## src/rtl/pidc_pkg.sv

```systemverilog
package pidc_pkg;

   localparam int unsigned DATA_W  = 16;               // Q8.8 word width
   localparam int unsigned DIFF_W  = DATA_W + 1;       // error / derivative
   localparam int unsigned ISUM_W  = DATA_W + 2;       // integrator + error
   localparam int unsigned PROD_W  = 2 * DIFF_W;       // one gain product
   localparam int unsigned ACC_W   = PROD_W + 2;       // sum of three products
   localparam int unsigned FRAC_W  = 8;
   localparam int unsigned CLAMP_W = ACC_W - FRAC_W;   // rounded drive, pre-clamp
   localparam int unsigned IDX_W   = 3;
   localparam int unsigned ROUND_BIAS = 1 << (FRAC_W - 1);

   // register indexes
   localparam logic [IDX_W-1:0] REG_SETPOINT    = 3'd0;
   localparam logic [IDX_W-1:0] REG_GAIN_P      = 3'd1;
   localparam logic [IDX_W-1:0] REG_GAIN_I      = 3'd2;
   localparam logic [IDX_W-1:0] REG_GAIN_D      = 3'd3;
   localparam logic [IDX_W-1:0] REG_INTEG_UPPER = 3'd4;
   localparam logic [IDX_W-1:0] REG_INTEG_LOWER = 3'd5;
   localparam logic [IDX_W-1:0] REG_DRIVE_UPPER = 3'd6;
   localparam logic [IDX_W-1:0] REG_DRIVE_LOWER = 3'd7;

   // reset values
   localparam logic [DATA_W-1:0] SETPOINT_RST    = 16'd25600;  // 100.0
   localparam logic [DATA_W-1:0] GAIN_P_RST      = 16'd13;     // ~0.05
   localparam logic [DATA_W-1:0] GAIN_I_RST      = 16'd256;    // 1.0
   localparam logic [DATA_W-1:0] GAIN_D_RST      = 16'd640;    // 2.5
   localparam logic [DATA_W-1:0] INTEG_UPPER_RST = 16'd1280;   // 5.0
   localparam logic [DATA_W-1:0] INTEG_LOWER_RST = 16'hFB00;   // -5.0
   localparam logic [DATA_W-1:0] DRIVE_UPPER_RST = 16'd2560;   // 10.0
   localparam logic [DATA_W-1:0] DRIVE_LOWER_RST = 16'd0;      // 0.0

   typedef struct packed {
      logic [DATA_W-1:0] setpoint;
      logic [DATA_W-1:0] gain_p;
      logic [DATA_W-1:0] gain_i;
      logic [DATA_W-1:0] gain_d;
      logic [DATA_W-1:0] integ_upper;
      logic [DATA_W-1:0] integ_lower;
      logic [DATA_W-1:0] drive_upper;
      logic [DATA_W-1:0] drive_lower;
   } cfg_type;

   // error/integrator stage -> multiply stage
   typedef struct packed {
      logic [DIFF_W-1:0] err;
      logic [DIFF_W-1:0] deriv;
      logic [DATA_W-1:0] integ;
      logic              integ_hit;
   } front_type;

   // multiply stage -> output stage
   typedef struct packed {
      logic [PROD_W-1:0] prod_p;
      logic [PROD_W-1:0] prod_i;
      logic [PROD_W-1:0] prod_d;
      logic              integ_hit;
   } prod_type;

   typedef struct packed {
      logic [DATA_W-1:0] value;
      logic              hit;
   } clamp_type;

   // upper bound first, then lower bound against the result
   function automatic clamp_type clamp_q88(input logic signed [CLAMP_W-1:0] v,
                                           input logic signed [DATA_W-1:0]  hi,
                                           input logic signed [DATA_W-1:0]  lo);
      clamp_type                  res;
      logic signed [CLAMP_W-1:0]  t;
      t       = v;
      res.hit = 1'b0;
      if (t > hi) begin
         t       = CLAMP_W'(hi);
         res.hit = 1'b1;
      end
      if (t < lo) begin
         t       = CLAMP_W'(lo);
         res.hit = 1'b1;
      end
      res.value = t[DATA_W-1:0];
      return res;
   endfunction

endpackage

```

## src/rtl/pidc_csr.sv

```systemverilog
module pidc_csr (
   input  logic                         clock,
   input  logic                         reset,
   input  logic                         csr_wen,
   input  logic [pidc_pkg::IDX_W-1:0]   csr_index,
   input  logic [pidc_pkg::DATA_W-1:0]  csr_wdata,
   output pidc_pkg::cfg_type            cfg
);

   pidc_pkg::cfg_type cfg_ff;

   always_ff @(posedge clock) begin
      if (reset) begin
         cfg_ff.setpoint    <= pidc_pkg::SETPOINT_RST;
         cfg_ff.gain_p      <= pidc_pkg::GAIN_P_RST;
         cfg_ff.gain_i      <= pidc_pkg::GAIN_I_RST;
         cfg_ff.gain_d      <= pidc_pkg::GAIN_D_RST;
         cfg_ff.integ_upper <= pidc_pkg::INTEG_UPPER_RST;
         cfg_ff.integ_lower <= pidc_pkg::INTEG_LOWER_RST;
         cfg_ff.drive_upper <= pidc_pkg::DRIVE_UPPER_RST;
         cfg_ff.drive_lower <= pidc_pkg::DRIVE_LOWER_RST;
      end else if (csr_wen) begin
         unique case (csr_index)
            pidc_pkg::REG_SETPOINT:    cfg_ff.setpoint    <= csr_wdata;
            pidc_pkg::REG_GAIN_P:      cfg_ff.gain_p      <= csr_wdata;
            pidc_pkg::REG_GAIN_I:      cfg_ff.gain_i      <= csr_wdata;
            pidc_pkg::REG_GAIN_D:      cfg_ff.gain_d      <= csr_wdata;
            pidc_pkg::REG_INTEG_UPPER: cfg_ff.integ_upper <= csr_wdata;
            pidc_pkg::REG_INTEG_LOWER: cfg_ff.integ_lower <= csr_wdata;
            pidc_pkg::REG_DRIVE_UPPER: cfg_ff.drive_upper <= csr_wdata;
            pidc_pkg::REG_DRIVE_LOWER: cfg_ff.drive_lower <= csr_wdata;
            default: ;
         endcase
      end
   end

   assign cfg = cfg_ff;

endmodule

```

## config.mk

```make
export PLATFORM = sky130hd
export DESIGN_NAME = pidc_csr
export DESIGN_NICKNAME = d
export VERILOG_FILES = /design/src/rtl/pidc_pkg.sv /design/src/rtl/pidc_csr.sv
export SDC_FILE = /design/constraint.sdc
export NUM_CORES = 1
export LEC_CHECK = 0
export BUFFER_PORTS_ARGS = -buffer_cell sky130_fd_sc_hd__buf_2
export CAP_MARGIN = 20
export CORE_MARGIN = 8
export CORE_UTILIZATION = 46
export CTS_BUF_LIST = sky130_fd_sc_hd__clkbuf_16
export DETAILED_ROUTE_END_ITERATION = 10
export GPL_TIMING_DRIVEN = 0
export PLACE_DENSITY = 0.75
export SKIP_LAST_GASP = 1
export SLEW_MARGIN = 15
export SYNTH_ARGS = -nofsm -noshare
export SYNTH_HDL_FRONTEND = slang
export SYNTH_SLANG_ARGS = --single-unit
```

## constraint.sdc

```tcl
create_clock -name clock -period 1.6 [get_ports clock]
set_clock_uncertainty 0.2 [all_clocks]
set_input_delay 0.16 -clock clock [delete_from_list [all_inputs] [get_ports clock]]
set_output_delay 0.16 -clock clock [all_outputs]
set_load 0.01 [all_outputs]
```

; ---- Yosys cells after proc, flatten, opt, wreduce, memory -nomap -nowiden
; Cells that the tools add are included.
[word_totals]
out_inout_bits = 128
input_bits = 22
reg_bits = 128
wordCells = 24
[classes]
eq_ne = 7
n_reduce_logical = 9
[ops]
columns = op, n
row1 = 2-bit AND reduction, 8
row2 = "3-bit equality test, second input constant", 4
row3 = "3-bit by 2-bit equality test with 1-bit output, second input constant", 2
row4 = "3-bit by 1-bit equality test with 1-bit output, second input constant", 1
row5 = 3-bit zero test, 1

; ---- Depth between registers and ports, before layout
[depth]
ltp_word = 2
ltp_mapped = 5
depth_no_buf = 2

; ---- Worst setup path after synthesis
; No wires, ideal clock.
[synth_path]
kind = in2reg
from = input csr_index[1] in the netlist's numbering
to = register cfg_ff, in the netlist cfg[118]
cell_stages = 5
setup_ns = 0.129
t_required_ns = 1.271
arrival_time_ns = 1.204
slack_ns = 0.068
path_buffers = 3
cell_sequence = buf_2 -> or4b_4 -> buf_6 -> buf_12 -> mux2i_1
[synth_via]
elab_chain_cells = 2
[synth_rtl]
columns = element, line_no
row1 = from (decl), pidc_csr.sv:5  ; input logic [pidc_pkg::IDX_W-1:0] csr_index,
row2 = 3-bit zero test, pidc_csr.sv:23  ; unique case (csr_index)
row3 = 2-bit AND reduction (no line), --
row4 = to (decl), pidc_csr.sv:10  ; pidc_pkg::cfg_type cfg_ff;
; No other way between the ends.
; A chain may end at the register's enable or synchronous reset.

; ---- Worst setup path in the final report
[layout_path]
from = input csr_index[1] in the netlist's numbering
to = register cfg_ff, in the netlist cfg[91]
[layout_via]
elab_chain_cells = 2
[layout_rtl]
columns = element, line_no
row1 = 3-bit by 2-bit equality test with 1-bit output, pidc_csr.sv:23
row2 = 2-bit AND reduction (no line), --
; No other way between the ends.

==> results.md <==
* RSZ-0062 raised after global routing: false
* Hold Vio Cnt, Final at 0
* Mean Syn Cell Area at 10.9 sq um
* Top cells by area, synth: dfxtp_1 (51%), mux2i_1 (25%), nand2b_1 (15%), nor2_1 (2.4%), clkbuf_1 (1.4%)
* Clock power frac at 48.4%
* Crit path capture type: flip-flop
* Post-DRT Antenna Nets at 0
* Port-buffer cells at 145
* Flops & latches, synth at 128
* Maximum number of pins on one net before global-route repair at 17
* FMAX at 666 MHz
* Placed cell count at 747
* CP Data Arrival Time at 1.62 ns
* Setup bufs post-CTS at 0
* Initial antenna violation count at 0
* Top_reg_cell synth: dfxtp_1
* Final #Nets at 664
* LEAKAGE at 3.47 nW
* Tmin final at 1.50 ns
* Cells after synthesis at 462
* Area grow syn2layout at 32.2%
* Comb pwr share at 7.2%
* # rows at 38
* Synth warn at 0
* Max Buffers Root-to-Sink at 2
* N_diodes at 0
* Reg power frac at 44.5%
* Netlist cell types at 16
* Crit Path Max Fanout at 10
* Vias in the first global route at 4093
* Fin cells at 795
* Via count of the routed design at 3870
* CP Data Required Time at 1.72 ns
* DR vias/cell at 4.87
* Htree depth at 4
* DR iter-0 viols at 154
* # fillers at 905
* Sw power at 1.67 mW
* Post-synth EDFFs at 0
* Max reg flops at 128
* Commonest cells post-synth: dfxtp_1 (128), mux2i_1 (128), nand2b_1 (124)
* Startpoint Class: primary input
* CTS tree: built
* Core outline area at 10700 sq um
* Max VDD drop at 628 uV
* Chip Width at 121 um
* Num CTS Buffers at 17
* Synth async-reset ratio at 0%
* Cell Area, Synth at 5040 sq um
* GRT Total Usage at 19.9%
* CTS sink count at 128
* Period Utilization, post-route at 93.8%
* Internal at 5.75 mW
* Die span in y at 121 um
* HP Class: in -> reg
* Die area at 14600 sq um
* GR Overflow Total at 0
* Starting Density at 46.9%
* Final HPWL from detailed placement at 10.3 mm
* Post-synth top area share at 50.8%
* Share of cells above drive strength 1 at 29.3%
* Clk_lat worst skew at 0.40 ns
* Max-Cap Viols at 0
* WL/cell at 18.0 um
* Kind of critical path: in -> reg
* Pwr Density at 1110 nW/um^2
* Synth Net Count at 484
* Dpl cell area at 5940 sq um
* IO Count at 150
* Clk root buf: clkbuf_16
* Worst slew pin tran at 0.525 ns
* Final GP Congestion at 0.769
* Final instance area at 6670 sq um
* First-pass GRT wire length at 22.4 mm
* Switching portion of total power at 22.5%
* Clk pin slew, worst setup/hold paths at 0.05 ns
* Largest area contributor in the netlist: dfxtp_1
* Detailed Routing Iterations Pass 1 at 4
* Sequential-to-total area share from yosys stat at 50.8%
* # DRC at 0
* Pre-CTS setup slack at -0.305 ns
* Slew Limit Fails at 0
* Final setup viols at 0
* Post-route setup slack at 0.0996 ns
* Status: finished clean
* Rel. slew slack at 64.9%
* Total routed wirelength at 14.3 mm
==> what timing repair did <==
action | 4_1_cts | 5_1_grt
hold buffers | 16 | 0
setup endpoints to repair | 0 | 11
hold endpoints to repair | 27 | 0
resized for setup | 0 | 4
==> critical path: stages <==
cell and delay (ns):
buf_2 0.15, dlygate4sd3_1 0.60, nand4bb_1 0.16, clkbuf_4 0.30, mux2i_1 0.26
==> placed cells by master, fill, tap and decap left out, drive strengths merged <==
cell type and n:
dlygate4sd3 16, mux2i 128, buf 164, clkinvlp 2, nor4bb 2, bufinv 2
and4b 1, nand4b 3, dfxtp 128, clkinv 7, clkbuf 38, nand4 1
or4b 1, inv 4, nand4bb 2, nor2 32, nand2b 124
==> power by group through the flow <==
stage	logic, mW	registers [mW]	clock network, mW
6_report	0.532	3.30	3.59
5_1_grt	0.574	3.31	3.81
4_1_cts	0.536	3.30	3.66
3_5_place_dp	0.502	3.37	0
3_3_place_gp	0.491	3.36	0
2_1_floorplan	0.270	3.40	0
==> logic make-up (layout without fill, tap and decap cells) <==
logic type	Yosys count	after routing	synth area share, %
DFF	128	128	50.8
and+or+nand+nor	166	166	19.7
muxes	128	128	25.4
buffers and inverters	40	233	4.02
==> path summary, 6_finish.rpt <==
path / startpoint / endpoint / cells past startpoint / slack, ns
min reg2reg: cfg[80] / cfg[80] / 2 / 0.27
max: csr_index[1] / cfg[91] / 5 / 0.1
min: csr_index[0] / cfg[114] / 4 / 0.06
max reg2reg: cfg[81] / cfg[81] / 2 / 0.74
==> per-layer routing <==
metal / up-vias / GRT usage, % / wire, um
li1: 1894 / - / -
met1: 1851 / 23.8 / 6130
met2: 112 / 32.6 / 6920
met3: 13 / 6.99 / 1070
met4: 0 / 7.10 / 189
met5: - / 0 / 0
==> area by class of cell <==
cell class                 instances  area (sq um)  area share [%]
buffer                            40           209            3.13
clock buffer                      17           425            6.38
clock inverter                    15           131            1.97
multi-input combinational        294          2280            34.1
sequential                       128          2560            38.4
tap                              140           175            2.63
timing repair buffer             161           886            13.3
==> through the flow <==
step / power [mW] / utilization [%] / hold slack, ns / TNS [ns]
2_1_floorplan: 3.67 / - / 0.121 / 0
3_3_place_gp: 3.86 / 55.3 / 0.238 / -12.39
3_5_place_dp: 3.87 / 55.3 / 0.242 / -17.77
4_1_cts: 7.50 / 62.0 / 0.0395 / 0
5_1_grt: 7.69 / 62.0 / 0.0496 / 0
6_report: 7.42 / 62.0 / 0.0596 / 0
Power figures use the tool's default switching activity.
