===== config.mk =====
export PLATFORM = sky130hd
export DESIGN_NAME = pidc_front
export DESIGN_NICKNAME = d
export VERILOG_FILES = /design/src/rtl/pidc_pkg.sv /design/src/rtl/pidc_front.sv
export SDC_FILE = /design/constraint.sdc
export NUM_CORES = 1
export LEC_CHECK = 0
export ABC_AREA = 1
export BUFFER_PORTS_ARGS = -buffer_cell sky130_fd_sc_hd__buf_2
export CAP_MARGIN = 20
export CORE_UTILIZATION = 52
export CTS_BUF_LIST = sky130_fd_sc_hd__clkbuf_16
export CTS_CLUSTER_SIZE = 16
export DETAILED_ROUTE_END_ITERATION = 10
export MAX_ROUTING_LAYER = met4
export PLACE_DENSITY = 0.83
export SLEW_MARGIN = 15
export SYNTH_ARGS = -nofsm -noshare
export SYNTH_HDL_FRONTEND = slang
export SYNTH_SLANG_ARGS = --single-unit
export TNS_END_PERCENT = 20

===== constraint.sdc =====
create_clock -name clock -period 8.55 [get_ports clock]
set_input_delay 0.4275 -clock clock [delete_from_list [all_inputs] [get_ports clock]]
set_output_delay 0.4275 -clock clock [all_outputs]
set_load 0.01 [all_outputs]

===== src/rtl/pidc_pkg.sv =====
package pidc_pkg;

   localparam int unsigned DATA_W  = 16;               // Q8.8 word width
   localparam int unsigned DIFF_W  = DATA_W + 1;       // error / derivative
   localparam int unsigned ISUM_W  = DATA_W + 2;       // integrator + error
   localparam int unsigned PROD_W  = 2 * DIFF_W;       // one gain product
   localparam int unsigned ACC_W   = PROD_W + 2;       // sum of three products
   localparam int unsigned FRAC_W  = 8;
   localparam int unsigned CLAMP_W = ACC_W - FRAC_W;   // rounded drive, pre-clamp
   localparam int unsigned IDX_W   = 3;
   localparam int unsigned ROUND_BIAS = 1 << (FRAC_W - 1);

   // register indexes
   localparam logic [IDX_W-1:0] REG_SETPOINT    = 3'd0;
   localparam logic [IDX_W-1:0] REG_GAIN_P      = 3'd1;
   localparam logic [IDX_W-1:0] REG_GAIN_I      = 3'd2;
   localparam logic [IDX_W-1:0] REG_GAIN_D      = 3'd3;
   localparam logic [IDX_W-1:0] REG_INTEG_UPPER = 3'd4;
   localparam logic [IDX_W-1:0] REG_INTEG_LOWER = 3'd5;
   localparam logic [IDX_W-1:0] REG_DRIVE_UPPER = 3'd6;
   localparam logic [IDX_W-1:0] REG_DRIVE_LOWER = 3'd7;

   // reset values
   localparam logic [DATA_W-1:0] SETPOINT_RST    = 16'd25600;  // 100.0
   localparam logic [DATA_W-1:0] GAIN_P_RST      = 16'd13;     // ~0.05
   localparam logic [DATA_W-1:0] GAIN_I_RST      = 16'd256;    // 1.0
   localparam logic [DATA_W-1:0] GAIN_D_RST      = 16'd640;    // 2.5
   localparam logic [DATA_W-1:0] INTEG_UPPER_RST = 16'd1280;   // 5.0
   localparam logic [DATA_W-1:0] INTEG_LOWER_RST = 16'hFB00;   // -5.0
   localparam logic [DATA_W-1:0] DRIVE_UPPER_RST = 16'd2560;   // 10.0
   localparam logic [DATA_W-1:0] DRIVE_LOWER_RST = 16'd0;      // 0.0

   typedef struct packed {
      logic [DATA_W-1:0] setpoint;
      logic [DATA_W-1:0] gain_p;
      logic [DATA_W-1:0] gain_i;
      logic [DATA_W-1:0] gain_d;
      logic [DATA_W-1:0] integ_upper;
      logic [DATA_W-1:0] integ_lower;
      logic [DATA_W-1:0] drive_upper;
      logic [DATA_W-1:0] drive_lower;
   } cfg_type;

   // error/integrator stage -> multiply stage
   typedef struct packed {
      logic [DIFF_W-1:0] err;
      logic [DIFF_W-1:0] deriv;
      logic [DATA_W-1:0] integ;
      logic              integ_hit;
   } front_type;

   // multiply stage -> output stage
   typedef struct packed {
      logic [PROD_W-1:0] prod_p;
      logic [PROD_W-1:0] prod_i;
      logic [PROD_W-1:0] prod_d;
      logic              integ_hit;
   } prod_type;

   typedef struct packed {
      logic [DATA_W-1:0] value;
      logic              hit;
   } clamp_type;

   // upper bound first, then lower bound against the result
   function automatic clamp_type clamp_q88(input logic signed [CLAMP_W-1:0] v,
                                           input logic signed [DATA_W-1:0]  hi,
                                           input logic signed [DATA_W-1:0]  lo);
      clamp_type                  res;
      logic signed [CLAMP_W-1:0]  t;
      t       = v;
      res.hit = 1'b0;
      if (t > hi) begin
         t       = CLAMP_W'(hi);
         res.hit = 1'b1;
      end
      if (t < lo) begin
         t       = CLAMP_W'(lo);
         res.hit = 1'b1;
      end
      res.value = t[DATA_W-1:0];
      return res;
   endfunction

endpackage


===== src/rtl/pidc_front.sv =====
// Error, derivative and clamped integrator. Holds the loop state; the state
// moves exactly when a word passes into this stage.
module pidc_front (
   input  logic                         clock,
   input  logic                         reset,
   input  pidc_pkg::cfg_type            cfg,
   input  logic                         in_valid,
   output logic                         in_ready,
   input  logic [pidc_pkg::DATA_W-1:0]  in_meas,
   output logic                         out_valid,
   input  logic                         out_ready,
   output pidc_pkg::front_type          out_data
);

   logic                          valid_ff;
   pidc_pkg::front_type           data_ff;
   pidc_pkg::front_type           data_in;
   logic [pidc_pkg::DATA_W-1:0]   integ_ff;
   logic [pidc_pkg::DATA_W-1:0]   prev_ff;
   logic [pidc_pkg::ISUM_W-1:0]   isum;
   pidc_pkg::clamp_type           iclamp;
   logic                          take;

   assign in_ready = !valid_ff || out_ready;
   assign take     = in_valid && in_ready;

   always_comb begin
      data_in.err   = {cfg.setpoint[pidc_pkg::DATA_W-1], cfg.setpoint}
                    - {in_meas[pidc_pkg::DATA_W-1], in_meas};
      data_in.deriv = {in_meas[pidc_pkg::DATA_W-1], in_meas}
                    - {prev_ff[pidc_pkg::DATA_W-1], prev_ff};
      isum          = {{2{integ_ff[pidc_pkg::DATA_W-1]}}, integ_ff}
                    + {data_in.err[pidc_pkg::DIFF_W-1], data_in.err};
      iclamp        = pidc_pkg::clamp_q88(
                         {{(pidc_pkg::CLAMP_W - pidc_pkg::ISUM_W){isum[pidc_pkg::ISUM_W-1]}},
                          isum},
                         cfg.integ_upper, cfg.integ_lower);
      data_in.integ     = iclamp.value;
      data_in.integ_hit = iclamp.hit;
   end

   always_ff @(posedge clock) begin
      if (reset) begin
         valid_ff <= 1'b0;
         integ_ff <= '0;
         prev_ff  <= '0;
      end else begin
         if (in_ready) begin
            valid_ff <= in_valid;
         end
         if (take) begin
            integ_ff <= data_in.integ;
            prev_ff  <= in_meas;
         end
      end
   end

   always_ff @(posedge clock) begin
      if (take) begin
         data_ff <= data_in;
      end
   end

   assign out_valid = valid_ff;
   assign out_data  = data_ff;

`ifndef SYNTH
   // with sane bounds the stored integrator never leaves them
   a_integ_in_bounds: assert property (@(posedge clock) disable iff (reset)
      (take && ($signed(cfg.integ_lower) <= $signed(cfg.integ_upper)))
      |=> (($signed(integ_ff) <= $signed($past(cfg.integ_upper)))
           && ($signed(integ_ff) >= $signed($past(cfg.integ_lower)))))
      else $error("integrator outside its clamp bounds");
   // a clamped integrator sits on one of the bounds
   a_integ_hit_bound: assert property (@(posedge clock) disable iff (reset)
      (valid_ff && data_ff.integ_hit)
      |-> ((data_ff.integ == cfg.integ_upper) || (data_ff.integ == cfg.integ_lower)))
      else $error("integrator clamp flag without a bound value");
   // the stage word and the stored integrator agree
   a_integ_state: assert property (@(posedge clock) disable iff (reset)
      take |=> (integ_ff == data_ff.integ))
      else $error("integrator state and stage word disagree");
`endif

endmodule


### Word level (Yosys, flattened, before mapping)

Cells that the tools add are included.

| operators by class | value |
|---|---|
| $add $sub $neg | 3 |
| magnitude comparators | 2 |
| multiplexer cells | 3 |
| reduce and logical (&&, ||, !) cells | 3 |

Operator list:

| operator | number |
|---|---|
| $sub A16 B16 Y17 | 2 |
| $lt A28 B16 Y1 | 1 |
| $mux W28 | 1 |
| $add A16 B17 Y18 | 1 |
| $gt A18 B16 Y1 | 1 |
| $mux W16 | 1 |
| $logic_and A1 B1 Y1 | 1 |
| $logic_not A1 Y1 | 1 |
| $logic_or A1 B1 Y1 | 1 |
| $mux W1 | 1 |

| word-level totals | value |
|---|---|
| bits in registers | 84 |
| bits of input ports | 148 |
| logic and storage cells | 18 |

### Longest topological paths before layout

Gate-level depths: netlist of run 1.

| logic depth | value |
|---|---|
| depth after elaboration | 6 |
| mapped depth | 54 |
| gate-level depth less buffers | 52 |

### Worst setup path before layout of run 1

Ideal clock, no wire load.

| timing path | value |
|---|---|
| path kind | input port to flip-flop |
| start | in cfg[112] (netlist name) |
| end | reg data_ff, in the netlist out_data[2], data pin |
| arrival time | 6.528 ns |
| path slack | 1.767 ns |
| stages on the path | 45 |
| buffers on the path | 2 |
| path through | inv_1 ha_1 fa_1 o21ai_0 nand2_1 nand2_1 a21oi_1 o21ai_0 a21oi_1 o21bai_1 nand2_1 inv_1 o21ai_0 nand2_1 nand3_1 nand2_1 xor2_1 ha_1 [9 not listed] nand2_1 nor2_1 nor2_1 nand2_1 nand2_1 nand3_2 clkbuf_1 inv_1 o21ai_0 inv_1 ha_1 nand2_1 a21oi_1 a211oi_1 nand3_2 buf_6 nand3_2 nand2_1 |

RTL lines:

| item | line | source |
|---|---|---|
| from (decl) | pidc_front.sv:6 | `input pidc_pkg::cfg_type cfg,` |
| to (signal assigned) | pidc_front.sv:60 | `data_ff <= data_in;` |
| to (decl) | pidc_front.sv:16 | `pidc_pkg::front_type data_ff;` |

==> results of run 1 <==
[cell families (layout without fill, tap and decap cells)]
kind of cell / count (synthesis) / after routing / share of synthesized area
compound gates: 127 / 127 / 0.115
xor+xnor: 40 / 40 / 0.0550
fa+ha+maj: 88 / 88 / 0.176
buf+inv: 160 / 283 / 0.100
flops: 84 / 84 / 0.344
simple gates: 299 / 299 / 0.210
[power by group through the flow]
stage | Combinational (mW) | Clock, mW | Sequential, mW
2_1_floorplan | 1.81 | 0 | 0.708
3_3_place_gp | 2.20 | 0 | 0.674
3_5_place_dp | 2.27 | 0 | 0.675
4_1_cts | 2.28 | 0.389 | 0.668
5_1_grt | 2.61 | 0.403 | 0.676
6_report | 2.30 | 0.378 | 0.667
[metal layers]
layer / wire length (µm) / track usage
met5: 0 / -
met2: 6820 / 0.391
met1: 6270 / 0.287
met4: 215 / 0.0667
met3: 685 / 0.0530
[metrics by stage]
stage	instance area, µm²	utilization
6_report	7370	0.616
5_1_grt	7370	0.616
4_1_cts	7360	0.616
3_5_place_dp	7090	0.592
3_3_place_gp	7090	0.592
2_1_floorplan	6370	-
[registers in the layout, summed over array words and instances (netlist names)]
signal	cells
out_data	51
prev_ff	16
out_valid	1
integ_ff	16
[area by class of cell]
cell class | instances | area share
multi-input combinational | 554 | 0.481
sequential | 84 | 0.297
timing repair buffer | 124 | 0.0855
inverter | 143 | 0.0728
clock buffer | 9 | 0.0305
tap | 147 | 0.0249
clock inverter | 7 | 0.00730
[cells in the final DEF, fill, tap and decap left out, drive strengths merged]
cell type / n
nand3: 63
nand3b: 2
nor2: 70
a21o: 4
fa: 3
o2111ai: 2
dfxtp: 33
clkbuf: 9
a21boi: 3
edfxtp: 51
a31oi: 4
o21a: 1
inv: 148
xor2: 27
o221ai: 2
nand4: 7
nand2: 152
ha: 85
o31ai: 1
a2111oi: 1
and2: 1
a21oi: 54
o21ai: 36
xnor2: 13
buf: 124
bufinv: 1
clkinv: 1
o21bai: 1
a22o: 1
nor3: 4
a211oi: 17
[critical path: cells and delay by family]
| kind | cells | cell delay [ps] |
|---|---|---|
| fa+ha+maj | 5 | 1530 |
| simple gates | 24 | 2920 |
| xor+xnor | 1 | 250 |
| buf+inv | 5 | 270 |
| compound gates | 12 | 2390 |
[final timing paths]
path	startpoint	end	slack [ps]	cells after the start
worst min-delay path	in_meas[0]	prev_ff[0]	370	3
worst min register to register	prev_ff[14]	prev_ff[14]	470	2
worst max-delay path	cfg[112]	integ_ff[0]	990	47
worst max register to register	integ_ff[0]	integ_ff[0]	2140	42
==> flow_summary.toml, run 1 <==
[outcome]
outcome = "finished, final reports clean"

[worst_setup_path]
cp_slowest_stage_delay_ps = 410
critical_path.most_common_cell = "nand2_1"
critPathArrivalTime_ps = 7810
cpMaxStageDelayCell = "fa_1"
worstPathMaxFanout = 31
critical_path_class = "in2reg"
crit_required_ps = 8790
worst_setup_path_end_kind = "register"
startpoint_type = "input pin"

[power]
clkPwrFrac = 0.113
p_seq_frac = 0.199
p_total_mw = 3.35
switching_share = 0.500
intPower_mw = 1.67
p_sw_mw = 1.67
power.static_leakage_nw = 3.91
p_comb_frac = 0.688
worst_ir_drop_vdd_mv = 0.326
p_per_area_nw_per_um2 = 454

[cts]
cts_max_level = 3
clock_latency_ps = 350
root_buffer = "clkbuf_16"
clkTransAtPathRegs_ps = 60
cts.hold.buffers_added = 0
cts_setup_buffers = 0
cts_tree = "built"
clock_path_buffers = 2
ctsResizeCount = 0
cts_buffers = 9
clock-sinks = 84

[min_path]
holdCritPathClass = "in2reg"

[synth]
ys_ff_latch = 84
async_reset_ff_frac = 0
avgSynthCellArea_um2 = 7.99
yosysWarningCount = 0
synth_cell_type_count = 38
yosys-top-cells-area = "edfxtp_1, ha_1, dfxtp_1"
syn_nets = 1034
synth_most_common_cell = "nand2_1"
synth_top_area_cell = "edfxtp_1"
synth-edff-count = 51
synthFlopType = "edfxtp_1"
synthCells = 798
syn_area_um2 = 6370
ys_seq_area_frac = 0.344
synthTopCellsByCount = "nand2_1, inv_1, ha_1"
synth_top_area_share = 0.240

[cells_and_area]
fin_cells = 1068
layout-drive-gt1-share = 0.166
area_growth_pct = 15.7
final-seq-area_um2 = 2190
final_nets = 1152
multiInputGateArea_um2 = 3550
num_antenna_cells = 0
fillers = 1097

[grt]
antenna_found_initial = 0
grt_pass1_wl_um = 22900
grt_max_degree = 65
grt_pass1_vias = 5024
grt_usage = 0.235
grt_overflow = 0

[sta]
tightest_slew_ps = 765
period_minus_slack_ps = 7560
drv_slew = 0
relSlewSlack = 0.490
skew_ps = 4.99
fin_tns_setup_ps = 0
setup_ws_ps = 987
hold_slack_ps = 373
rsz0062_at_grt = "no"
fmax_mhz = 132
period_share = 0.885
setup_viol = 0
hold_violations = 0

[floorplanning]
rows = 40
fp.coreArea_um2 = 12000
start_util = 0.533
fp.dieW_um = 113
pin_count = 201
die_y_um = 113
die-area_um2 = 12700

[placed_design]
io_buffers = 120
place.gp.congestion = 0.853
dp_slack_ps = 519
dpl.hpwl_um = 10600
dp.cells = 1052

[detailed_routing]
avgRoutedWirePerCell_um = 13.1
drtPass1Iterations = 5
vias = 5533
ant_nets = 0
drt_iter0_drc = 396
drc = 0
via_per_inst = 5.18
wl_um = 14000

[job]
max-cap-violations = 0
Note: power is estimated with default switching activity, not from simulation.
==> run 2, diff against run 1 <==
CORE_UTILIZATION = 54   (was 52)
CTS_BUF_LIST = sky130_fd_sc_hd__clkbuf_4   (was sky130_fd_sc_hd__clkbuf_16)
PLACE_DENSITY = 0.86   (was 0.83)
==> run 2 against run 1 <==
Effect of this change: first-iteration DRC count is 13% lower; sequential power hardly changed; setup slack worse by 120 ps; utilization is 1.4 points higher.
==> flow_summary.toml, run 2 (synthesized netlist as in run 1, its figures left out) <==
[sta]
hold_violations = 0
setup_viol = 0
skew_ps = 29.1
fmax_mhz = 130
period_minus_slack_ps = 7690
rsz0062_at_grt = "no"
period_share = 0.899
tightest_slew_ps = 843
relSlewSlack = 0.437
hold_slack_ps = 218
fin_tns_setup_ps = 0
drv_slew = 0

[power]
worst_ir_drop_vdd_mv = 0.748
power.static_leakage_nw = 3.83
p_per_area_nw_per_um2 = 443

[detailed_routing]
wl_um = 13900
ant_nets = 0
avgRoutedWirePerCell_um = 13.0
vias = 5522
via_per_inst = 5.19
drc = 0
drtPass1Iterations = 5
drt_iter0_drc = 345

[worst_setup_path]
cp_slowest_stage_delay_ps = 490
rr_worst_depth = 40
worst_setup_path_end_kind = "register"
rrSetupSlack_ps = 1780
critPathArrivalTime_ps = 7900
worstPathMaxFanout = 31
cpMaxStageDelayCell = "o21ai_0"
critical_path_class = "in2reg"
critical_path.most_common_cell = "nand2_1"
crit_required_ps = 8770
startpoint_type = "input pin"

[grt]
grt_pass1_vias = 5111
grt_usage = 0.238
grt_max_degree = 47
grt_pass1_wl_um = 22900
antenna_found_initial = 0
grt_overflow = 0

[cells_and_area]
mostFrequentLayoutCells = "nand2_1, inv_1, buf_2"
layout_commonest_cell = "nand2_1"
largest_register_ffs = 51
num_antenna_cells = 0
area_growth_pct = 13.4
layout-drive-gt1-share = 0.170
final_nets = 1152

[cts]
cts_max_level = 3
cts_tree = "built"
cts_buffers = 9
clock-sinks = 84
ctsResizeCount = 0
clock_latency_ps = 470
clkTransAtPathRegs_ps = 150
cts.hold.buffers_added = 0
root_buffer = "clkbuf_4"
clock_path_buffers = 2
cts_setup_buffers = 0

[floorplanning]
fp.coreArea_um2 = 11500
pin_count = 201
die-area_um2 = 12200
fp.dieW_um = 111
die_y_um = 111
start_util = 0.556
rows = 39

[min_path]
min_path_cells = 3
holdCritPathClass = "in2reg"

[placed_design]
dpl.hpwl_um = 10600
place.gp.congestion = 0.905
io_buffers = 120

[outcome]
outcome = "finished, final reports clean"

[job]
max-cap-violations = 0
==> run 2: changes by cell type in the layout (fill, tap and decap cells not counted), sizes merged <==
cell      previous run  this run
clkbuf               9        12
clkinv               1         2
clkinvlp             0         1
inv                148       143
==> run 2: layout make-up <==
cell class                 count  area [µm²]
clock inverter                 4        50.0
inverter                     143         537
clock buffer                  12        90.1
tap                          143         179
sequential                    84        2190
timing repair buffer         124         638
multi-input combinational    554        3540
fill                        1002        4240
==> run 2: final timing paths <==
check                              endpoint   startpoint
worst min register to register   prev_ff[3]   prev_ff[3]
worst min-delay path             prev_ff[0]   in_meas[0]
worst max register to register  out_data[9]  integ_ff[0]
worst max-delay path            out_data[9]     cfg[112]
==> run 2: metrics by stage <==
step | setup WS [ps] | util | power, mW | instances | cell area, µm²
after floorplan | 1770 | - | 2.52 | 798 | 6370
after global placement | 689 | 0.617 | 2.87 | 1047 | 7070
after detailed placement | 487 | 0.617 | 2.94 | 1047 | 7070
after CTS | 989 | 0.629 | 3.20 | 1063 | 7210
after global routing | 79.2 | 0.630 | 3.55 | 1064 | 7230
final | 864 | 0.630 | 3.20 | 1064 | 7230
==> run 2: worst max-delay path, delay by kind of cell <==
| family | cells | cell delay [ps] |
|---|---|---|
| xor+xnor | 1 | 230 |
| buf+inv | 4 | 240 |
| compound gates | 12 | 2480 |
| fa+ha+maj | 5 | 1530 |
| simple gates | 23 | 2960 |
==> run 2: routing by layer <==
layer,vias to the layer above,global-route usage,share of wire
met5,-,-,0
met4,0,0.0924,0.019
met3,20,0.0390,0.052
met2,154,0.389,0.47
met1,2466,0.296,0.46
li1,2882,-,-
==> run 2: power breakdown <==
part	switching, mW	internal, mW
sequential	0.0405	0.625
combinational	1.47	0.822
clock	0.143	0.0987
