===== src/rtl/pidc_pkg.sv =====
package pidc_pkg;

   localparam int unsigned DATA_W  = 16;               // Q8.8 word width
   localparam int unsigned DIFF_W  = DATA_W + 1;       // error / derivative
   localparam int unsigned ISUM_W  = DATA_W + 2;       // integrator + error
   localparam int unsigned PROD_W  = 2 * DIFF_W;       // one gain product
   localparam int unsigned ACC_W   = PROD_W + 2;       // sum of three products
   localparam int unsigned FRAC_W  = 8;
   localparam int unsigned CLAMP_W = ACC_W - FRAC_W;   // rounded drive, pre-clamp
   localparam int unsigned IDX_W   = 3;
   localparam int unsigned ROUND_BIAS = 1 << (FRAC_W - 1);

   // register indexes
   localparam logic [IDX_W-1:0] REG_SETPOINT    = 3'd0;
   localparam logic [IDX_W-1:0] REG_GAIN_P      = 3'd1;
   localparam logic [IDX_W-1:0] REG_GAIN_I      = 3'd2;
   localparam logic [IDX_W-1:0] REG_GAIN_D      = 3'd3;
   localparam logic [IDX_W-1:0] REG_INTEG_UPPER = 3'd4;
   localparam logic [IDX_W-1:0] REG_INTEG_LOWER = 3'd5;
   localparam logic [IDX_W-1:0] REG_DRIVE_UPPER = 3'd6;
   localparam logic [IDX_W-1:0] REG_DRIVE_LOWER = 3'd7;

   // reset values
   localparam logic [DATA_W-1:0] SETPOINT_RST    = 16'd25600;  // 100.0
   localparam logic [DATA_W-1:0] GAIN_P_RST      = 16'd13;     // ~0.05
   localparam logic [DATA_W-1:0] GAIN_I_RST      = 16'd256;    // 1.0
   localparam logic [DATA_W-1:0] GAIN_D_RST      = 16'd640;    // 2.5
   localparam logic [DATA_W-1:0] INTEG_UPPER_RST = 16'd1280;   // 5.0
   localparam logic [DATA_W-1:0] INTEG_LOWER_RST = 16'hFB00;   // -5.0
   localparam logic [DATA_W-1:0] DRIVE_UPPER_RST = 16'd2560;   // 10.0
   localparam logic [DATA_W-1:0] DRIVE_LOWER_RST = 16'd0;      // 0.0

   typedef struct packed {
      logic [DATA_W-1:0] setpoint;
      logic [DATA_W-1:0] gain_p;
      logic [DATA_W-1:0] gain_i;
      logic [DATA_W-1:0] gain_d;
      logic [DATA_W-1:0] integ_upper;
      logic [DATA_W-1:0] integ_lower;
      logic [DATA_W-1:0] drive_upper;
      logic [DATA_W-1:0] drive_lower;
   } cfg_type;

   // error/integrator stage -> multiply stage
   typedef struct packed {
      logic [DIFF_W-1:0] err;
      logic [DIFF_W-1:0] deriv;
      logic [DATA_W-1:0] integ;
      logic              integ_hit;
   } front_type;

   // multiply stage -> output stage
   typedef struct packed {
      logic [PROD_W-1:0] prod_p;
      logic [PROD_W-1:0] prod_i;
      logic [PROD_W-1:0] prod_d;
      logic              integ_hit;
   } prod_type;

   typedef struct packed {
      logic [DATA_W-1:0] value;
      logic              hit;
   } clamp_type;

   // upper bound first, then lower bound against the result
   function automatic clamp_type clamp_q88(input logic signed [CLAMP_W-1:0] v,
                                           input logic signed [DATA_W-1:0]  hi,
                                           input logic signed [DATA_W-1:0]  lo);
      clamp_type                  res;
      logic signed [CLAMP_W-1:0]  t;
      t       = v;
      res.hit = 1'b0;
      if (t > hi) begin
         t       = CLAMP_W'(hi);
         res.hit = 1'b1;
      end
      if (t < lo) begin
         t       = CLAMP_W'(lo);
         res.hit = 1'b1;
      end
      res.value = t[DATA_W-1:0];
      return res;
   endfunction

endpackage


===== src/rtl/pidc_out.sv =====
// Sum, round to Q8.8, clamp, and the result register facing the receiver.
module pidc_out (
   input  logic                         clock,
   input  logic                         reset,
   input  pidc_pkg::cfg_type            cfg,
   input  logic                         in_valid,
   output logic                         in_ready,
   input  pidc_pkg::prod_type           in_data,
   output logic                         rsp_valid,
   input  logic                         rsp_stall,
   output logic [pidc_pkg::DATA_W-1:0]  rsp_drive,
   output logic                         rsp_integ_clamped,
   output logic                         rsp_drive_clamped
);

   logic                                valid_ff;
   logic [pidc_pkg::DATA_W-1:0]         drive_ff;
   logic                                integ_hit_ff;
   logic                                drive_hit_ff;
   logic signed [pidc_pkg::PROD_W-1:0]  prod_p;
   logic signed [pidc_pkg::PROD_W-1:0]  prod_i;
   logic signed [pidc_pkg::PROD_W-1:0]  prod_d;
   logic signed [pidc_pkg::ACC_W-1:0]   acc;
   pidc_pkg::clamp_type                 dclamp;

   assign in_ready = !valid_ff || !rsp_stall;

   assign prod_p = in_data.prod_p;
   assign prod_i = in_data.prod_i;
   assign prod_d = in_data.prod_d;

   // Q20.16 sum plus half an LSB; dropping the low byte floors the division
   assign acc = pidc_pkg::ACC_W'(prod_p) + pidc_pkg::ACC_W'(prod_i)
              - pidc_pkg::ACC_W'(prod_d) + pidc_pkg::ACC_W'(pidc_pkg::ROUND_BIAS);

   assign dclamp = pidc_pkg::clamp_q88(acc[pidc_pkg::ACC_W-1:pidc_pkg::FRAC_W],
                                       cfg.drive_upper, cfg.drive_lower);

   always_ff @(posedge clock) begin
      if (reset) begin
         valid_ff <= 1'b0;
      end else if (in_ready) begin
         valid_ff <= in_valid;
      end
   end

   always_ff @(posedge clock) begin
      if (in_valid && in_ready) begin
         drive_ff     <= dclamp.value;
         integ_hit_ff <= in_data.integ_hit;
         drive_hit_ff <= dclamp.hit;
      end
   end

   assign rsp_valid         = valid_ff;
   assign rsp_drive         = drive_ff;
   assign rsp_integ_clamped = integ_hit_ff;
   assign rsp_drive_clamped = drive_hit_ff;

`ifndef SYNTH
   // an unclamped drive lies between the bounds
   a_drive_unclamped: assert property (@(posedge clock) disable iff (reset)
      (in_valid && in_ready && !dclamp.hit)
      |=> (($signed(drive_ff) <= $signed($past(cfg.drive_upper)))
           && ($signed(drive_ff) >= $signed($past(cfg.drive_lower)))))
      else $error("unclamped drive outside the output range");
   // a clamped drive sits on one of the bounds
   a_drive_hit_bound: assert property (@(posedge clock) disable iff (reset)
      (in_valid && in_ready && dclamp.hit)
      |=> ((drive_ff == $past(cfg.drive_upper)) || (drive_ff == $past(cfg.drive_lower))))
      else $error("drive clamp flag without a bound value");
`endif

endmodule


===== config.mk =====
export PLATFORM = sky130hd
export DESIGN_NAME = pidc_out
export DESIGN_NICKNAME = d
export VERILOG_FILES = /design/src/rtl/pidc_pkg.sv /design/src/rtl/pidc_out.sv
export SDC_FILE = /design/constraint.sdc
export NUM_CORES = 1
export LEC_CHECK = 0
export ABC_AREA = 1
export BUFFER_PORTS_ARGS = -buffer_cell sky130_fd_sc_hd__buf_4
export CAP_MARGIN = 15
export CORE_ASPECT_RATIO = 0.75
export CORE_UTILIZATION = 42
export DETAILED_ROUTE_END_ITERATION = 16
export PLACE_DENSITY = 0.72
export SKIP_LAST_GASP = 1
export SLEW_MARGIN = 20
export SYNTH_ARGS = -nofsm -noshare
export SYNTH_HDL_FRONTEND = slang
export SYNTH_SLANG_ARGS = --single-unit

===== constraint.sdc =====
create_clock -name clock -period 19.2 [get_ports clock]
set_input_delay 1.92 -clock clock [delete_from_list [all_inputs] [get_ports clock]]
set_output_delay 1.92 -clock clock [all_outputs]
set_load 0.02 [all_outputs]

== Word-level counts from Yosys, hierarchy flattened ==
Index checks and enable logic that the tools add are counted.

* Order comparisons: 2
* $add $sub $neg: 3
* Muxes and demuxes: 3
* Reduce and logical (&&, ||, !) cells: 4

{| class="wikitable"
|+ Operator list
! operator !! number
|-
| 36-bit by 8-bit adder with 36-bit output, second input constant || 1
|-
| 35-bit by 34-bit subtractor with 36-bit output || 1
|-
| 34-bit by 34-bit adder with 35-bit output || 1
|-
| 28-bit by 16-bit greater-than comparator with 1-bit output || 1
|-
| 28-bit by 16-bit less-than comparator with 1-bit output || 1
|-
| 28-bit two-way mux || 1
|-
| 16-bit two-way mux || 1
|-
| 1-bit logical NOT || 2
|-
| 1-bit logical AND || 1
|-
| 1-bit logical OR || 1
|-
| 1-bit two-way mux || 1
|}

* Bits of input ports: 235
* Word-level logic and storage cells: 16
* Output and inout bits: 20
* Bits in registers: 19

== Longest topological paths before layout ==
Gate-level depths: netlist (run 1).

* Word-level depth: 7
* Depth in mapped cells: 45
* Gate-level depth less buffers: 43

== Least setup slack after synthesis (run 1) ==
No wires, ideal clock.

* Path type: input to register
* Start point: in in_data[7] in the netlist's numbering
* End point: reg drive_ff (netlist bit rsp_drive[5]), data pin
* Library setup time: 0.253 ns
* Arrival: 7.709 ns
* Path slack: 11.238 ns
* Path buffers: 2
* Cell stages on the path: 42
* Data required time: 18.947 ns
* Cells stage by stage: inv_1 fa_1 fa_1 ha_1 a21oi_1 nor2_1 nor2_1 o21ai_0 a21oi_1 o21ai_1 a21o_1 a21o_1 a21oi_1 xor2_1 inv_1 ha_1 nand2_1 inv_2 [6 not listed] nand2_2 nand2_4 nor2_1 inv_1 clkbuf_1 nand2_1 inv_1 ha_1 nand4_1 nor4_1 inv_1 nor4_1 nand2_4 nand2_4 nand2_4 buf_12 nand3_2 nand2_1

{| class="wikitable"
|+ RTL lines
! what !! line !! source
|-
| from (decl) || pidc_out.sv:8 || <nowiki>input pidc_pkg::prod_type in_data,</nowiki>
|-
| to (signal assigned) || pidc_out.sv:49 || <nowiki>drive_ff <= dclamp.value;</nowiki>
|-
| to (decl) || pidc_out.sv:17 || <nowiki>logic [pidc_pkg::DATA_W-1:0] drive_ff;</nowiki>
|}

==> run summary, run 1 <==
The highest cell delay on the worst timing path came out at ~0.48 ns. TritonCTS built the clock tree. The required time reported for the critical path endpoint came out at approximately 19 ns. The flow ran to the end, and the final reports show no timing, DRC or antenna violations. The total negative setup slack is 0 ns. The post-CTS clock slew at the launch and capture registers of the worst setup and hold paths came out at ~0.05 ns.

The number of warning messages in the yosys log came out at 0. The worst ir drop on vdd came out at approximately 0.11 mV. The number of levels in the clock H-tree is 1.

Measured along the y axis, the die boundary spans 104 um. The fraction of the yosys area taken by sequential cells is 9.64%. The startpoint-to-endpoint class of the critical path is primary input to register. The slowest library cell on the worst path is sky130_fd_sc_hd__fa_1. The clock net in this run drives a total of 19 sinks. The total routing resource utilization after global routing came out at 18.9%. The starting density of the core came out at 43.9%.

The iteration-0 DRC count of the detailed router is about 240. For this run, the detailed router's first-pass iteration total came to 4. The cell area that synthesis handed to floorplanning was between 0.005 and 0.006 mm^2. The worst hold path belongs to the class register to register.

The instance count after placement with tap cells included is approximately 1100. The floorplan die area is 0.0143 mm^2. For this run, the top clock speed supported by timing is about 110 MHz. The number of max-slew violations in the final report came out at 0. The standard cell core area came out at 0.0132 mm^2.

The count of buffers added by post-CTS timing repair for setup came out at 0. For this run the aggregate overflow at the end of global routing stands at 0. Summed over all instances, the cell type with the most area after synthesis is sky130_fd_sc_hd__ha_1. The detail-routed net length per standard cell is between 10 and 15 um. STA classifies the critical path startpoint as a primary input. The flip-flop and latch count after synthesis is 19. The final-stage net count is approximately 1300. The count of unique library cells instantiated by Yosys came out at 40. The initial antenna violation count came out at 0. Wires add up to 13200 um. At the later pin of the worst-skew pair, clock insertion delay measures about 0.25 ns.

The smallest setup slack after layout came out at between 10 and 15 ns. In this run the static leakage power is between 4 and 5 nW. The worst max-slew margin expressed relative to the limit is around 63%. The number of standard-cell rows in the floorplan came out at 36. By area the synthesized netlist is led by sky130_fd_sc_hd__ha_1 26%, sky130_fd_sc_hd__fa_1 11%, sky130_fd_sc_hd__inv_1 11%, sky130_fd_sc_hd__edfxtp_1 9.3%, sky130_fd_sc_hd__nand2_1 9.2%. The non-filler instance count after layout is between 1000 and 1500. The repair_antennas step left the layout with diodes totalling 0. The endpoint kind of the worst setup timing path is a register. The number of global-route vias before repair was about 5200. At the worst endpoint, the arrival time is 8.95 ns. The post-synth net total came out at approximately 1200. In this run the remaining antenna-violating nets after routing total 0. In this run the worst path has a maximum fanout of 33. The first global-routing pass estimated between 20000 and 25000 um of wire. The share of cells above drive strength 1 is between 20% and 30%. Between clock sinks in the finished design, the worst skew comes to roughly 0.0017 ns. The total power after layout came out at 878 uW. The minimum setup slack after placement came out at roughly 9.9 ns. In this run the mean area of a mapped cell was approximately 7.3 um^2. The maximum number of pins on one net before global-route repair came out at 34. The transition time of the tightest slew-check pin came out at around 0.55 ns.

The via total after detailed routing is 5406. The number of max-cap violations is 0. The top-area cell type share of the netlist area came out at about a quarter. The share of the clock period used by the worst path is between 40 and 50%. The post-cts resize count is 0. Setup repair after global routing left no endpoint under its margin.

The post-layout minimum cycle time came out at roughly 9.0 ns. The power density over cell area came out at around 120 mW/mm^2. The growth of design area from synthesis to finish came out at 24.2%. The number of failing setup endpoints in the final timing report is 0. The die width came out at 138 um. The congestion estimate from routability-driven global placement came to around 0.86. Port buffering added roughly 160 buffers.

In this run the count of I/O pins placed on the die edge is about 260. The most common cell type on the critical path is sky130_fd_sc_hd__nand2_1. Synthesis handed over a netlist of approximately 800 instances. The number of CTS-inserted buffers came out at 3. The slack of the worst reg-to-reg path came out at about 18 ns. Detailed placement ended at an HPWL of approximately 12000 um.

The buffer depth of the longest clock path is 2. The DRC violations left is 0. After clock tree synthesis, the flow added hold-fix buffers numbering 0. The root cell of the clock tree is sky130_fd_sc_hd__clkbuf_16. Using the TritonRoute via totals, the vias-per-cell ratio works out to roughly 4.8. The number of hold violations in the final report came out at 0.
## critical path, delay by kind of cell
family                   cells  cell delay [ns]
AO/OA/AOI/OAI               11             2.36
AND/OR/NAND/NOR             15             2.06
adder cells (fa/ha/maj)      5             1.81
buffers and inverters        6             0.62
XOR/XNOR                     1             0.19
## cell usage after synthesis, drive strengths merged
cell     count
o211ai       1
buf          4
fa          33
and2         1
clkbuf       5
nand3b       2
nor3         5
o21a         6
a21o         8
a31oi        2
xnor2        9
ha         123
a21boi       2
nor2        50
o21bai       2
o221ai       2
xor2        18
edfxtp      18
o221a        2
dfxtp        1
o21ai       54
inv        169
nand3       48
a211oi       2
nor4         2
nand4        7
a21oi       64
o2111ai      1
nand2      150
o31ai        1
## power by group
| group | switching (mW) | internal, mW |
|---|---|---|
| Sequential | 0.00474 | 0.0817 |
| Combinational | 0.463 | 0.287 |
| Clock | 0.0133 | 0.0282 |
## metrics by stage
stage / utilization, % / area (um^2) / hold slack, ns
floorplan: - / 5820 / 0.699
CTS: 54.5 / 7220 / 0.498
global route: 54.5 / 7220 / 0.547
global placement: 53.9 / 7140 / 0.477
finish: 54.5 / 7220 / 0.494
detailed placement: 53.9 / 7140 / 0.490
## cell families after synthesis
group           Yosys count  share of synthesized area (%)
xor+xnor                 27                           4.07
buf+inv                 178                           12.3
flops                    19                           9.64
simple gates            265                           22.0
fa+ha+maj               156                           37.8
compound gates          147                           14.1
## layer usage
metal	GRT usage (%)	up-vias	share of wire, %
li1	-	2894	-
met1	29.2	2371	54
met2	29.8	137	41
met3	0.780	4	4.9
met4	1.86	0	0.42
met5	0	-	0
## area by class of cell
class / count / area (um^2)
clock buffers: 4 / 78.8
fillers: 1342 / 6020
inverters: 169 / 634
multi-input cells: 595 / 4540
flip-flops and latches: 19 / 561
well taps: 171 / 214
repair buffers: 159 / 1190
## worst paths after layout
kind / start / cells past startpoint / end
max: in_data[11] / 38 / rsp_drive[3]$_DFFE_PP_
min: rsp_valid$_SDFFE_PP0N_ / 2 / rsp_valid$_SDFFE_PP0N_
max reg2reg: rsp_valid$_SDFFE_PP0N_ / 2 / rsp_drive[0]$_DFFE_PP_
min reg2reg: rsp_valid$_SDFFE_PP0N_ / 2 / rsp_valid$_SDFFE_PP0N_
## layout by cell type (no fill, tap or decap), drive strengths merged, types with 4 or more instances in the layout
cell    netlist  layout
a21o          8       8
a21oi        64      64
buf           4     159
clkbuf        5       4
edfxtp       18      18
fa           33      33
ha          123     123
inv         169     169
nand2       150     150
nand3        48      48
nand4         7       7
nor2         50      50
nor3          5       5
o21a          6       6
o21ai        54      54
xnor2         9       9
xor2         18      18
## state kept, by name, indices dropped and copies added (netlist names)
register and cells:
rsp_drive 16, rsp_drive_clamped 1, rsp_integ_clamped 1, rsp_valid 1
No activity file was read; power rests on OpenSTA's default activity.
==> run 2: changes to the inputs <==
==> constraint.sdc (replaced) <==
create_clock -name clock -period 8.9 [get_ports clock]
set_input_delay 0.89 -clock clock [delete_from_list [all_inputs] [get_ports clock]]
set_output_delay 0.89 -clock clock [all_outputs]
set_load 0.02 [all_outputs]
==> run 2 against run 1 <==
Net effect: design area is the same; clock-buffer cell count unchanged; worst setup slack got worse by 9.3 ns; sequential share of layout area did not move; total power up 120%; critical endpoint is now rsp_drive[2]$_DFFE_PP_; largest power group unchanged.
==> run summary, run 2 (synthesis results as in run 1) <==
The number of global-route vias before repair came out at 5090. The die is just over 100 um tall. The critical path is of the primary input to register type.

Wire segments on met3 add up to ~780 um in the final route. The path depth of the worst reg2reg path came out at 2. The slowest stage of the critical path belongs to the cell sky130_fd_sc_hd__fa_1. The leakage power figure is around 4.1 nW. The number of clock sinks came out at 19. The number of port buffers came out at roughly 160. The worst endpoint data arrival time came out at ~8 ns.

Across the routed clock network, the largest skew measured is 0.00102 ns. The flow ran to the end, and the final reports show no timing, DRC or antenna violations. The number of max-cap violations is 0.

The number of levels in the clock H-tree is 1. Setup repair after global routing left no endpoint under its margin. After floorplanning, the core was divided into 36 placement rows.

The detailed router put a total of just under 7000 um of wire on met1. The transition time of the tightest slew-check pin is approximately 0.56 ns. The number of hold violations in the final report is 0. Clock tree synthesis inserted a total of 3 buffers.

The source-to-sink clock delay at the later pin of the worst-skew pair is 0.25 ns. The die is between 100 and 150 um wide. The total routing resource utilization after global routing is about a fifth. In this run the critical register-to-register path is captured at rsp_drive[0]$_DFFE_PP_.

The worst hold path terminates at rsp_valid$_SDFFE_PP0N_. The final HPWL from detailed placement is approximately 12000 um. The number of vias per cell after detailed routing is 4.86.

The min-delay analysis places its worst path in the category register to register. The post-layout minimum cycle time is 7.97 ns. The sum of overflow across all layers after global routing is 0. The total negative setup slack is 0 ns. The share of the clock period used by the worst path is about nine tenths. The wire length of the first global-routing pass came out at about 22000 um. The final RePlAce weighted congestion is roughly 0.86.

The share of cells above drive strength 1 is 21.1%. The worst ir drop on vdd came out at around 0.33 mV. The TritonCTS clock tree is built.

The detail route stage leaves a number of antenna-violating nets equal to 0. The highest cell delay on the worst timing path is ~0.47 ns. Derived from the worst setup path, the maximum achievable clock frequency is roughly 130 MHz.

The growth of design area from synthesis to finish came out at 24.2%. Setup violations remaining at the end of the flow were counted as 0. The non-filler instance count after layout came out at approximately 1100. In the routed design, unresolved DRC markers number 0. The total I/O pin count came out at between 200 and 300. In this run the critical register-to-register path is launched from rsp_valid$_SDFFE_PP0N_. The number of antenna diodes in the final layout is 0. The cell that appears most often on the critical path is sky130_fd_sc_hd__nand2_1. The final worst hold slack is around 0.49 ns. The pre-antenna-repair detailed-routing pass consisted of 5 iterations. The cell area after layout came out at approximately 0.0072 mm^2. For the worst setup path, the data required time is about 8.9 ns. The top metal layer carrying routed signals is met4. The number of max-slew violations in the final report is 0.

The count of buffers added by post-CTS timing repair for setup is 0. STA classifies the critical path startpoint as a primary input. The flip-flop count of the largest register after layout came out at 16.

The detail-routed net length per standard cell came out at 11.8 um. The floorplan die area is between 0.01 and 0.015 mm^2. The endpoint kind of the worst setup timing path is a register. Dividing total power by cell area gives a power density of about 260 mW/mm^2.

The worst hold path begins at rsp_valid$_SDFFE_PP0N_. The most common library cell in the layout ignoring fill and taps is sky130_fd_sc_hd__inv_1. Along the worst hold path, the cell count comes to 2. The post-cts resize count is 0. The instance count after placement with tap cells included is ~1100. The region available for standard cell placement spans between 0.01 and 0.015 mm^2. The final routed wirelength across all metal layers is roughly 13000 um.

The via total after detailed routing came out at approximately 5400. After layout, the design draws a total of around 1.9 mW. The iteration-0 DRC count of the detailed router came out at 191. The number of fillers in the final layout came out at 1315. After clock tree synthesis, the clock-pin slew on the worst setup and hold paths is ~0.050 ns.

In the layout the commonest cells are 167 x sky130_fd_sc_hd__inv_1, 159 x sky130_fd_sc_hd__buf_4, 142 x sky130_fd_sc_hd__nand2_1, 123 x sky130_fd_sc_hd__ha_1, 64 x sky130_fd_sc_hd__a21oi_1. The slack of the worst reg-to-reg path is about 7.9 ns. The cell sitting at the root of the clock tree is a sky130_fd_sc_hd__clkbuf_16. The total cell area at the placement stage came out at 0.00714 mm^2.

In the final layout, flip-flops and latches occupy around 560 um^2. The starting density of the core came out at a little over two fifths. The buffer depth of the longest clock path came out at 2. The area of the multi-input gates came out at 0.00454 mm^2. The total of hold buffers inserted after clock tree synthesis is 0. Headroom to the max-slew limit came out at a little over three fifths. The highest fanout seen on the critical path came out at 33. The final layout contains approximately 1300 nets. The maximum number of pins on one net before global-route repair came out at 34.

The initial antenna violation count is 0. Wire segments on met2 add up to around 5500 um in the final route.
## run 2: cell counts in the layout (fill, tap and decap cells not counted)
No cell type changed its count.
## run 2: power by group
group          internal, mW  switching [mW]  leakage [nW]
clock network        0.0608          0.0286        0.0382
registers             0.176          0.0105         0.183
logic                 0.620           0.999          3.85
total                 0.857            1.04          4.07
## run 2: how the worst max path moves through the flow
stage,start,to,slack [ns],cells after the start
6_report,in_data[11],rsp_drive[2]$_DFFE_PP_,0.93,38
5_1_grt,in_data[11],rsp_drive[0]$_DFFE_PP_,0.24,38
4_1_cts,in_data[11],rsp_drive[3]$_DFFE_PP_,0.94,38
3_5_place_dp,in_data[11],rsp_drive[3]$_DFFE_PP_,0.70,38
3_3_place_gp,in_data[11],rsp_drive[1]$_DFFE_PP_,0.68,38
2_1_floorplan,in_data[7],rsp_drive[5]$_DFFE_PP_,1.97,42
## run 2: metrics by stage
step	utilization, %	setup slack, ns
finish	54.5	0.934
global route	54.5	0.235
floorplan	-	1.97
detailed placement	53.9	0.702
CTS	54.5	0.945
global placement	53.9	0.677
## run 2: worst max-delay path, delay by kind of cell
kind	cells	cell delay, ns
adders and majority gates	5	1.79
xor gates and xnor gates	1	0.20
buffers and inverters	6	0.60
AOI/OAI and AO/OA	13	2.76
and+or+nand+nor	13	1.68
## run 2: cell type report
class / instances / share of cell area, %
Multi-Input combinational cell: 595 / 62.9
Timing Repair Buffer: 159 / 16.5
Inverter: 169 / 8.79
Sequential cell: 19 / 7.76
Tap cell: 171 / 2.96
Clock buffer: 4 / 1.09
## run 2: metal layers
layer	GRT usage, %	vias to the layer above
met5	0	-
met4	2.25	0
met3	0.828	6
met2	29.4	151
met1	28.6	2374
li1	-	2901
